===== config.mk =====
export PLATFORM = sky130hd
export DESIGN_NAME = timer_pool_deadline_queue_flat
export DESIGN_NICKNAME = d
export VERILOG_FILES = /design/src/tpdq_pkg.sv /design/src/tpdq_if.sv /design/src/tpdq_ram.sv /design/src/timer_pool_deadline_queue.sv /design/src/flat_wrapper.sv
export SDC_FILE = /design/constraint.sdc
export NUM_CORES = 2
export LEC_CHECK = 0
export BUFFER_PORTS_ARGS = -buffer_cell sky130_fd_sc_hd__buf_2
export CAP_MARGIN = 20
export CORE_UTILIZATION = 35
export DETAILED_ROUTE_END_ITERATION = 8
export PLACE_DENSITY = 0.57
export REMOVE_ABC_BUFFERS = 1
export SLEW_MARGIN = 20
export SYNTH_ARGS = -nofsm -noshare
export SYNTH_HDL_FRONTEND = slang
export SYNTH_SLANG_ARGS = --single-unit

===== constraint.sdc =====
create_clock -name clk_i -period 7.4 [get_ports clk_i]
set_clock_uncertainty 0.2 [all_clocks]
set_input_delay 0.37 -clock clk_i [delete_from_list [all_inputs] [get_ports clk_i]]
set_output_delay 0.37 -clock clk_i [all_outputs]
set_load 0.05 [all_outputs]

===== src/tpdq_pkg.sv =====
package tpdq_pkg;

  localparam int MAX_RESULTS = 32;
  localparam int KCW         = $clog2(MAX_RESULTS + 1);

  typedef enum logic [1:0] {
    OP_ARM    = 2'd0,
    OP_CANCEL = 2'd1,
    OP_TICK   = 2'd2,
    OP_QUERY  = 2'd3
  } op_e;

  typedef enum logic [2:0] {
    ST_ARMED    = 3'd0,
    ST_NO_SPACE = 3'd1,
    ST_IGNORED  = 3'd2,
    ST_EXPIRED  = 3'd3,
    ST_DONE     = 3'd4,
    ST_EMPTY    = 3'd5
  } status_e;

  typedef struct packed {
    logic [1:0]  op;
    logic [47:0] now_time;
    logic [47:0] delay;
    logic [5:0]  slot_id;
  } cmd_t;

  typedef struct packed {
    logic [2:0]  status;
    logic [5:0]  slot_no;
    logic [47:0] remaining;
    logic [6:0]  waiting_count;
    logic        last;
  } rsp_t;

endpackage


===== src/tpdq_if.sv =====
interface tpdq_cmd_if;
  logic            valid;
  logic            ready;
  tpdq_pkg::cmd_t  data;

  modport source (output valid, output data, input ready);
  modport sink   (input valid, input data, output ready);
endinterface

interface tpdq_rsp_if;
  logic            valid;
  logic            ready;
  tpdq_pkg::rsp_t  data;

  modport source (output valid, output data, input ready);
  modport sink   (input valid, input data, output ready);
endinterface


===== src/tpdq_ram.sv =====
module tpdq_ram #(
  parameter int WIDTH = 8,
  parameter int DEPTH = 32
) (
  input  logic                     clk_i,
  input  logic                     we_i,
  input  logic [$clog2(DEPTH)-1:0] waddr_i,
  input  logic [WIDTH-1:0]         wdata_i,
  input  logic [$clog2(DEPTH)-1:0] raddr_i,
  output logic [WIDTH-1:0]         rdata_o
);

  logic [WIDTH-1:0] mem [DEPTH];

  always_ff @(posedge clk_i) begin
    if (we_i) begin
      mem[waddr_i] <= wdata_i;
    end
    rdata_o <= mem[raddr_i];
  end

endmodule


===== src/timer_pool_deadline_queue.sv =====
// Pool of TIMER_SLOTS one-shot timers. Each command beat carries the current
// time; arm returns a slot and the time to expiry, cancel frees a slot, tick
// returns every due slot earliest first (ties lowest slot first, up to 32 per
// tick, last flagged), and query returns the time left to the earliest
// deadline. Live timers sit in a binary min-heap held in a simple dual-port RAM
// with registered read, walked one level at a time. The command port is not
// ready while a command runs. Arm sifts the new entry up the heap, query reads
// the root, cancel scans the heap linearly and then removes one entry, and
// tick removes one entry per expired timer. A finished result sits in an
// output register, so the next command is taken meanwhile.
module timer_pool_deadline_queue #(
  parameter int TIMER_SLOTS = 32,
  parameter int TIME_BITS   = 48
) (
  input  logic        clk_i,
  input  logic        rst_ni,
  tpdq_cmd_if.sink    in_i,
  tpdq_rsp_if.source  out_o
);

  localparam int SW  = $clog2(TIMER_SLOTS);
  localparam int CW  = $clog2(TIMER_SLOTS + 1);
  localparam int PW  = SW + 2;
  localparam int TW  = TIME_BITS;
  localparam int KW  = TW + SW;
  localparam int KCW = tpdq_pkg::KCW;

  typedef enum logic [16:0] {
    S_IDLE     = 17'b00000000000000001,
    S_ARM      = 17'b00000000000000010,
    S_SCAN_RD  = 17'b00000000000000100,
    S_SCAN_CMP = 17'b00000000000001000,
    S_TICK_CHK = 17'b00000000000010000,
    S_TICK_USE = 17'b00000000000100000,
    S_Q_USE    = 17'b00000000001000000,
    S_RM       = 17'b00000000010000000,
    S_RM_LD    = 17'b00000000100000000,
    S_DN_L     = 17'b00000001000000000,
    S_DN_LC    = 17'b00000010000000000,
    S_DN_RC    = 17'b00000100000000000,
    S_DN_CMP   = 17'b00001000000000000,
    S_UP_RD    = 17'b00010000000000000,
    S_UP_CMP   = 17'b00100000000000000,
    S_AFTER    = 17'b01000000000000000,
    S_RESP     = 17'b10000000000000000
  } state_e;

  state_e                  state_q, state_d;
  tpdq_pkg::op_e           op_q, op_d;
  logic [TW-1:0]           now_q, now_d;
  logic [5:0]              sid_q, sid_d;
  logic [KW-1:0]           item_q, item_d;
  logic [KW-1:0]           best_q, best_d;
  logic [PW-1:0]           pos_q, pos_d;
  logic [PW-1:0]           start_q, start_d;
  logic [PW-1:0]           bpos_q, bpos_d;
  logic [CW-1:0]           len_q, len_d;
  logic [CW-1:0]           fc_q, fc_d;
  logic [CW-1:0]           lw_q, lw_d;
  logic [TIMER_SLOTS-1:0]  armed_q, armed_d;
  logic [KCW-1:0]          k_q, k_d;
  tpdq_pkg::status_e       rst_q, rst_d;
  logic [5:0]              rtid_q, rtid_d;
  logic [47:0]             rrem_q, rrem_d;
  logic [6:0]              rcnt_q, rcnt_d;
  logic                    rlast_q, rlast_d;
  logic                    ov_q, ov_d;
  tpdq_pkg::rsp_t          od_q, od_d;

  logic                    h_we;
  logic [SW-1:0]           h_raddr;
  logic [KW-1:0]           h_wdata, h_rdata;
  logic                    s_we;
  logic [SW-1:0]           s_waddr, s_raddr, s_wdata, s_rdata;

  logic                    out_free, load;
  logic [PW-1:0]           l_pos, r_pos, parent, len_p;
  logic [CW-1:0]           top;
  logic [SW-1:0]           pop_slot;
  logic [TW:0]             sum;
  logic [TW-1:0]           dl_in, root_dl;

  tpdq_ram #(.WIDTH(KW), .DEPTH(TIMER_SLOTS)) u_heap (
    .clk_i   (clk_i),
    .we_i    (h_we),
    .waddr_i (pos_q[SW-1:0]),
    .wdata_i (h_wdata),
    .raddr_i (h_raddr),
    .rdata_o (h_rdata)
  );

  tpdq_ram #(.WIDTH(SW), .DEPTH(TIMER_SLOTS)) u_free (
    .clk_i   (clk_i),
    .we_i    (s_we),
    .waddr_i (s_waddr),
    .wdata_i (s_wdata),
    .raddr_i (s_raddr),
    .rdata_o (s_rdata)
  );

  assign in_i.ready  = (state_q == S_IDLE);
  assign out_o.valid = ov_q;
  assign out_o.data  = od_q;
  assign out_free    = !ov_q || out_o.ready;

  assign l_pos    = {pos_q[PW-2:0], 1'b1};
  assign r_pos    = l_pos + PW'(1);
  assign parent   = (pos_q - PW'(1)) >> 1;
  assign len_p    = PW'(len_q);
  assign top      = fc_q - CW'(1);
  assign pop_slot = (top < lw_q) ? SW'(top) : s_rdata;
  assign sum      = {1'b0, TW'(in_i.data.now_time)} + {1'b0, TW'(in_i.data.delay)};
  assign dl_in    = sum[TW] ? {TW{1'b1}} : sum[TW-1:0];
  assign root_dl  = h_rdata[KW-1:SW];
  assign s_waddr  = SW'(fc_q);
  assign s_raddr  = SW'(top);
  assign s_wdata  = rtid_q[SW-1:0];

  always_comb begin
    state_d = state_q;
    op_d    = op_q;
    now_d   = now_q;
    sid_d   = sid_q;
    item_d  = item_q;
    best_d  = best_q;
    pos_d   = pos_q;
    start_d = start_q;
    bpos_d  = bpos_q;
    len_d   = len_q;
    fc_d    = fc_q;
    lw_d    = lw_q;
    armed_d = armed_q;
    k_d     = k_q;
    rst_d   = rst_q;
    rtid_d  = rtid_q;
    rrem_d  = rrem_q;
    rcnt_d  = rcnt_q;
    rlast_d = rlast_q;
    h_we    = 1'b0;
    h_wdata = item_q;
    h_raddr = '0;
    s_we    = 1'b0;
    load    = 1'b0;

    unique case (state_q)
      S_IDLE: begin
        if (in_i.valid) begin
          op_d    = tpdq_pkg::op_e'(in_i.data.op);
          now_d   = TW'(in_i.data.now_time);
          sid_d   = in_i.data.slot_id;
          rlast_d = 1'b1;
          rtid_d  = '0;
          rrem_d  = '0;
          rcnt_d  = 7'(len_q);
          unique case (tpdq_pkg::op_e'(in_i.data.op))
            tpdq_pkg::OP_ARM: begin
              if (fc_q == '0 || len_q >= CW'(TIMER_SLOTS)) begin
                rst_d   = tpdq_pkg::ST_NO_SPACE;
                state_d = S_RESP;
              end else begin
                item_d  = {dl_in, SW'(0)};
                state_d = S_ARM;
              end
            end
            tpdq_pkg::OP_CANCEL: begin
              rtid_d = in_i.data.slot_id;
              if (7'(in_i.data.slot_id) >= 7'(TIMER_SLOTS) ||
                  !armed_q[in_i.data.slot_id[SW-1:0]]) begin
                rst_d   = tpdq_pkg::ST_IGNORED;
                state_d = S_RESP;
              end else begin
                pos_d   = '0;
                state_d = S_SCAN_RD;
              end
            end
            tpdq_pkg::OP_TICK: begin
              k_d     = '0;
              state_d = S_TICK_CHK;
            end
            tpdq_pkg::OP_QUERY: begin
              if (len_q == '0) begin
                rst_d   = tpdq_pkg::ST_EMPTY;
                state_d = S_RESP;
              end else begin
                state_d = S_Q_USE;
              end
            end
            default: state_d = S_RESP;
          endcase
        end
      end
      S_ARM: begin
        item_d            = {item_q[KW-1:SW], pop_slot};
        armed_d[pop_slot] = 1'b1;
        fc_d              = top;
        lw_d              = (top < lw_q) ? top : lw_q;
        rst_d             = tpdq_pkg::ST_ARMED;
        rtid_d            = 6'(pop_slot);
        rrem_d            = 48'(item_q[KW-1:SW] - now_q);
        rcnt_d            = 7'(len_q + CW'(1));
        pos_d             = len_p;
        len_d             = len_q + CW'(1);
        state_d           = S_UP_RD;
      end
      S_SCAN_RD: begin
        h_raddr = pos_q[SW-1:0];
        state_d = S_SCAN_CMP;
      end
      S_SCAN_CMP: begin
        if (h_rdata[SW-1:0] == sid_q[SW-1:0]) begin
          state_d = S_RM;
        end else begin
          pos_d   = pos_q + PW'(1);
          state_d = S_SCAN_RD;
        end
      end
      S_TICK_CHK: begin
        if (k_q == KCW'(tpdq_pkg::MAX_RESULTS) || len_q == '0) begin
          if (k_q == '0) begin
            rst_d  = tpdq_pkg::ST_DONE;
            rtid_d = '0;
            rcnt_d = 7'(len_q);
          end
          rlast_d = 1'b1;
          state_d = S_RESP;
        end else begin
          state_d = S_TICK_USE;
        end
      end
      S_TICK_USE: begin
        if (root_dl > now_q) begin
          if (k_q == '0) begin
            rst_d  = tpdq_pkg::ST_DONE;
            rtid_d = '0;
            rcnt_d = 7'(len_q);
          end
          rlast_d = 1'b1;
          state_d = S_RESP;
        end else if (k_q == '0 || out_free) begin
          load    = (k_q != '0);
          rtid_d  = 6'(h_rdata[SW-1:0]);
          pos_d   = '0;
          state_d = S_RM;
        end
      end
      S_Q_USE: begin
        rst_d   = tpdq_pkg::ST_ARMED;
        rtid_d  = 6'(h_rdata[SW-1:0]);
        rrem_d  = (root_dl > now_q) ? 48'(root_dl - now_q) : '0;
        state_d = S_RESP;
      end
      S_RM: begin
        h_raddr = SW'(len_q - CW'(1));
        len_d   = len_q - CW'(1);
        state_d = S_RM_LD;
      end
      S_RM_LD: begin
        if (pos_q == len_p) begin
          state_d = S_AFTER;
        end else begin
          item_d  = h_rdata;
          start_d = pos_q;
          state_d = S_DN_L;
        end
      end
      S_DN_L: begin
        if (l_pos >= len_p) begin
          if (pos_q == start_q) begin
            state_d = S_UP_RD;
          end else begin
            h_we    = 1'b1;
            state_d = S_AFTER;
          end
        end else begin
          h_raddr = l_pos[SW-1:0];
          state_d = S_DN_LC;
        end
      end
      S_DN_LC: begin
        best_d = h_rdata;
        bpos_d = l_pos;
        if (r_pos < len_p) begin
          h_raddr = r_pos[SW-1:0];
          state_d = S_DN_RC;
        end else begin
          state_d = S_DN_CMP;
        end
      end
      S_DN_RC: begin
        if (h_rdata < best_q) begin
          best_d = h_rdata;
          bpos_d = r_pos;
        end
        state_d = S_DN_CMP;
      end
      S_DN_CMP: begin
        if (best_q < item_q) begin
          h_we    = 1'b1;
          h_wdata = best_q;
          pos_d   = bpos_q;
          state_d = S_DN_L;
        end else if (pos_q == start_q) begin
          state_d = S_UP_RD;
        end else begin
          h_we    = 1'b1;
          state_d = S_AFTER;
        end
      end
      S_UP_RD: begin
        if (pos_q == '0) begin
          h_we    = 1'b1;
          state_d = S_AFTER;
        end else begin
          h_raddr = parent[SW-1:0];
          state_d = S_UP_CMP;
        end
      end
      S_UP_CMP: begin
        if (item_q < h_rdata) begin
          h_we    = 1'b1;
          h_wdata = h_rdata;
          pos_d   = parent;
          state_d = S_UP_RD;
        end else begin
          h_we    = 1'b1;
          state_d = S_AFTER;
        end
      end
      S_AFTER: begin
        state_d = S_RESP;
        if (op_q == tpdq_pkg::OP_CANCEL || op_q == tpdq_pkg::OP_TICK) begin
          armed_d[rtid_q[SW-1:0]] = 1'b0;
          if (fc_q < CW'(TIMER_SLOTS)) begin
            s_we = 1'b1;
            fc_d = fc_q + CW'(1);
          end
          rrem_d = '0;
          rcnt_d = 7'(len_q);
          if (op_q == tpdq_pkg::OP_TICK) begin
            rst_d   = tpdq_pkg::ST_EXPIRED;
            rlast_d = 1'b0;
            k_d     = k_q + KCW'(1);
            state_d = S_TICK_CHK;
          end else begin
            rst_d = tpdq_pkg::ST_DONE;
          end
        end
      end
      S_RESP: begin
        if (out_free) begin
          load    = 1'b1;
          state_d = S_IDLE;
        end
      end
      default: state_d = S_IDLE;
    endcase
  end

  always_comb begin
    ov_d = ov_q;
    od_d = od_q;
    if (out_o.ready) begin
      ov_d = 1'b0;
    end
    if (load) begin
      ov_d               = 1'b1;
      od_d.status        = rst_q;
      od_d.slot_no       = rtid_q;
      od_d.remaining     = rrem_q;
      od_d.waiting_count = rcnt_q;
      od_d.last          = rlast_q;
    end
  end

  always_ff @(posedge clk_i or negedge rst_ni) begin
    if (!rst_ni) begin
      state_q <= S_IDLE;
      op_q    <= tpdq_pkg::OP_ARM;
      len_q   <= '0;
      fc_q    <= CW'(TIMER_SLOTS);
      lw_q    <= CW'(TIMER_SLOTS);
      armed_q <= '0;
      k_q     <= '0;
      ov_q    <= 1'b0;
    end else begin
      state_q <= state_d;
      op_q    <= op_d;
      len_q   <= len_d;
      fc_q    <= fc_d;
      lw_q    <= lw_d;
      armed_q <= armed_d;
      k_q     <= k_d;
      ov_q    <= ov_d;
    end
  end

  always_ff @(posedge clk_i) begin
    now_q   <= now_d;
    sid_q   <= sid_d;
    item_q  <= item_d;
    best_q  <= best_d;
    pos_q   <= pos_d;
    start_q <= start_d;
    bpos_q  <= bpos_d;
    rst_q   <= rst_d;
    rtid_q  <= rtid_d;
    rrem_q  <= rrem_d;
    rcnt_q  <= rcnt_d;
    rlast_q <= rlast_d;
    od_q    <= od_d;
  end

endmodule

===== src/flat_wrapper.sv =====
// flat-port wrapper written by rule: the top's interface ports become plain ports
module timer_pool_deadline_queue_flat 
#(
  parameter int TIMER_SLOTS = 32,
  parameter int TIME_BITS   = 48
)
  (clk_i, rst_ni, in_i_valid, in_i_data, in_i_ready, out_o_valid, out_o_data, out_o_ready);
  tpdq_cmd_if in_i_i ();
  tpdq_rsp_if out_o_i ();
  input  logic clk_i;
  input  logic rst_ni;
  input wire logic [$bits(in_i_i.valid)-1:0] in_i_valid;
  input wire logic [$bits(in_i_i.data)-1:0] in_i_data;
  output wire logic [$bits(in_i_i.ready)-1:0] in_i_ready;
  output wire logic [$bits(out_o_i.valid)-1:0] out_o_valid;
  output wire logic [$bits(out_o_i.data)-1:0] out_o_data;
  input wire logic [$bits(out_o_i.ready)-1:0] out_o_ready;
  assign in_i_i.valid = in_i_valid;
  assign in_i_i.data = in_i_data;
  assign in_i_ready = in_i_i.ready;
  assign out_o_valid = out_o_i.valid;
  assign out_o_data = out_o_i.data;
  assign out_o_i.ready = out_o_ready;
  timer_pool_deadline_queue #(.TIMER_SLOTS(TIMER_SLOTS), .TIME_BITS(TIME_BITS)) u_core (.clk_i(clk_i), .rst_ni(rst_ni), .in_i(in_i_i), .out_o(out_o_i));
endmodule

==> impl_metrics.ini <==
[status]
outcome = completed

[yosys]
synth_cells = 7009
synthTopCellsByArea = edfxtp_1 63%, mux4_2 5.6%, ha_1 4.1%
synthMuxAreaShare_pct = 6.83
ys.flop_type = edfxtp_1
ys_seq_elements = 2300
yosysTopAreaCell = edfxtp_1
avgSynthCellArea_um2 = 14.6
synth_compound_area_share_pct = 11.6
async_flop_share_pct = 3.30
synth.most_common_cell = edfxtp_1
synth_top_family_by_area = compound AO/OA/AOI/OAI gates
synth_edf_count = 2166
yosysTopAreaCellShare_pct = 63.4
ys_seq_area_share_pct = 66.4
yosys_warnings = 0
synthAdderAreaFrac_pct = 4.18
ys_types = 100
syn-cell-area_um2 = 103000
synth_commonest_cells = 2166 x edfxtp_1, 500 x nand2_1, 352 x a211oi_1, 338 x ha_1, 330 x o21ai_0
synth_xor_area_share_pct = 1.51
synthSimpleGateAreaFrac_pct = 6.57

[finish]
area_growth_pct = 15.2
drive_gt1_share_pct = 15.6
instances_no_fill = 11440
fin_area_um2 = 118000
fin_nets = 7772

[route]
ant_nets = 0
first_pass_iters = 6
drc = 0
vias = 64232
drt_iter0_markers = 6820
finalWirelength_um = 323000
via_per_inst = 5.61
routedWlPerCell_um = 28.2

[power_and_ir_drop]
p_per_area_nw_per_um2 = 255
p_comb_share_pct = 9.4
p_clk_share_pct = 40.9
p_int_mw = 22.6
seq_power_share_pct = 49.7
switching_power_mw = 7.46
peakVddDrop_mv = 0.197
p_leak_nw = 41.4
swShare_pct = 24.8

[grt]
antenna_found_initial = 13
grt_first_pass_wirelength_um = 459000
overflow = 0
first_global_vias = 63373
grt_usage_pct = 21.4
grt_max_degree = 130

[flow_run]
drv_cap = 0

[die]
die_height_um = 543
core_area_um2 = 291000
die_x_um = 543
io-pin-count = 175
rows = 198
die-area_um2 = 295000
start_util_pct = 35.2

[worst_setup_path]
crit_path_start_kind = flip-flop
cpMaxStageDelayCell = edfxtp_1
path_max_fanout = 52
critical_path_class = reg2reg
arrival_ns = 6.50
ff2ff_setup_slack_ns = 1.46
worst_ep_required_time_ns = 7.96
path_cells = inv_1, ha_1, ha_1, o21a_1, o21a_1, o21a_1, o21a_1, nor3_1, a221o_4, buf_12, buf_12, buf_12, mux4_2, a22oi_1, nand2_1, a21oi_1, o21ai_1
max_stage_delay_ns = 0.80
cp_common_cell = o21a_1
cp.buffers_inverters = 4
crit_path_end_kind = flip-flop
cp_top_family = compound AO/OA/AOI/OAI gates

[placement]
dp.cells = 10897
place_area_um2 = 109000
post-place-ws_ns = 1.48
hpwlAfterDp_um = 212000
place.gp.congestion = 0.914
numPortBuffers = 174

[clock_tree]
h-tree-depth = 4
cts_inserted_buffers = 245
clkLatencyLatePin_ns = 0.91
root_buffer = clkbuf_16
ctsResizeCount = 0
post-cts-setup-buffers = 0
clk_transition_reported_paths_ns = 0.06
ctsHoldBuffers = 77
clock_path_buffers = 4
cts.sinks = 2300
cts_tree = done

[timing]
fin_tns_setup_ns = 0
hold_viol = 0
rsz0062_at_grt = no
max_slew_margin_pct = 24.5
setup_viol = 0
min_period_ns = 5.94
maxSlewViolCount = 0
setup_ws_ns = 1.46
max_freq_mhz = 168
finalCritPeriodShare_pct = 80.3
worst_pin_slew_ns = 1.13

[min_path]
min_path_type = in2reg
-- power groups by stage --
stage	combinational [mW]	sequential (mW)	clock, mW
final	2.84	14.9	12.3
after global routing	3.04	15.0	12.9
after CTS	2.80	15.0	12.5
after detailed placement	2.75	15.2	0
after global placement	2.72	15.2	0
after floorplan	1.46	15.3	0
-- registers in the layout, indices dropped and copies added (netlist names), 7 cells and up --
name,cells
u_core.pos_q,7
u_core.best_q,53
u_core.u_heap.mem,1696
u_core.state_q,17
u_core.out_o.data,65
u_core.now_q,48
u_core.armed_q,32
u_core.u_heap.rdata_o,53
u_core.u_free.mem,160
u_core.item_q,53
u_core.start_q,7
u_core.rcnt_q,7
u_core.rrem_q,48
u_core.bpos_q,7
-- worst reg2reg max path, cell delays in order, from the launching register on --
cell,delay (ns)
edfxtp_1,0.80
inv_1,0.28
ha_1,0.46
ha_1,0.31
o21a_1,0.11
o21a_1,0.17
o21a_1,0.19
o21a_1,0.20
nor3_1,0.47
a221o_4,0.55
buf_12,0.30
buf_12,0.38
buf_12,0.34
mux4_2,0.52
a22oi_1,0.25
nand2_1,0.08
a21oi_1,0.16
o21ai_1,0.08
-- metal layers --
layer	share of wire, %	up-vias	global-route usage [%]
met5	0.0099	-	0
met4	4.1	4	8.35
met3	7.7	471	4.03
met2	46	2606	33.8
met1	42	33094	29.2
li1	-	28057	-
-- stage by stage --
step	hold slack, ns	power (mW)	util [%]
CTS	0.00105	30.2	40.5
finish	0.0583	30.1	40.6
global placement	0.113	18.0	37.5
detailed placement	0.118	18.0	37.5
floorplan	-0.126	16.8	-
global route	0.0295	30.9	40.6
-- kinds of logic (layout without fill, tap and decap cells) --
| family | after synthesis | in the layout |
|---|---|---|
| XOR/XNOR | 177 | 177 |
| adder cells (fa/ha/maj) | 341 | 341 |
| buffers and inverters | 660 | 1179 |
| other | 0 | 12 |
| AND/OR/NAND/NOR | 1344 | 1344 |
| multiplexers | 376 | 376 |
| flip-flops | 2300 | 2300 |
| AO/OA/AOI/OAI | 1811 | 1811 |
-- cell type report --
type | instances | area (µm²)
Fill cell | 26399 | 173000
Tap cell | 3900 | 4880
Clock inverter | 140 | 1320
Clock buffer | 312 | 6660
Inverter | 285 | 1070
Multi-Input combinational cell | 4049 | 32200
Sequential cell | 2300 | 68100
Antenna cell | 12 | 30.0
Timing Repair Buffer | 442 | 3810
-- final timing paths --
| check | from | end | depth (start not counted) |
|---|---|---|---|
| max | u_core.pos_q[0]$_DFFE_PP_ | u_core.u_heap.rdata_o[31]$_DFF_P_ | 17 |
| min | in_i_data[18] | u_core.item_q[17]$_DFFE_PP_ | 5 |
| max reg2reg | u_core.pos_q[0]$_DFFE_PP_ | u_core.u_heap.rdata_o[31]$_DFF_P_ | 17 |
| min reg2reg | u_core.rst_q[0]$_DFFE_PP_ | u_core.out_o.data[62]$_DFFE_PP_ | 0 |
| max in group asynchronous | rst_ni | u_core.state_q[7]$_DFFE_PN0P_ | 4 |
| min in group asynchronous | rst_ni | u_core.armed_q[4]$_DFFE_PN0P_ | 4 |
-- placed cells by master, fill, tap and decap left out, types with 32 or more instances in the layout --
master / n
edfxtp_1: 2166
nand2_1: 498
a211oi_1: 352
ha_1: 338
a21oi_1: 297
inv_1: 282
o21ai_0: 276
mux4_2: 256
clkbuf_16: 248
and2_1: 234
nor2_1: 177
buf_2: 173
a31oi_1: 172
a21o_1: 169
buf_4: 133
a22oi_1: 127
xnor2_1: 102
mux2i_1: 90
dlygate4sd3_1: 76
xor2_1: 74
dfrtp_1: 72
nand4_1: 66
nand3_1: 59
dfxtp_1: 58
buf_12: 56
clkinv_2: 52
nor3_1: 51
nand2b_1: 51
o22ai_1: 43
clkbuf_1: 43
o21a_1: 41
o21ai_1: 41
nor2b_1: 39
clkinv_1: 33
o21ai_4: 32
No activity file was read; power rests on OpenSTA's default activity.
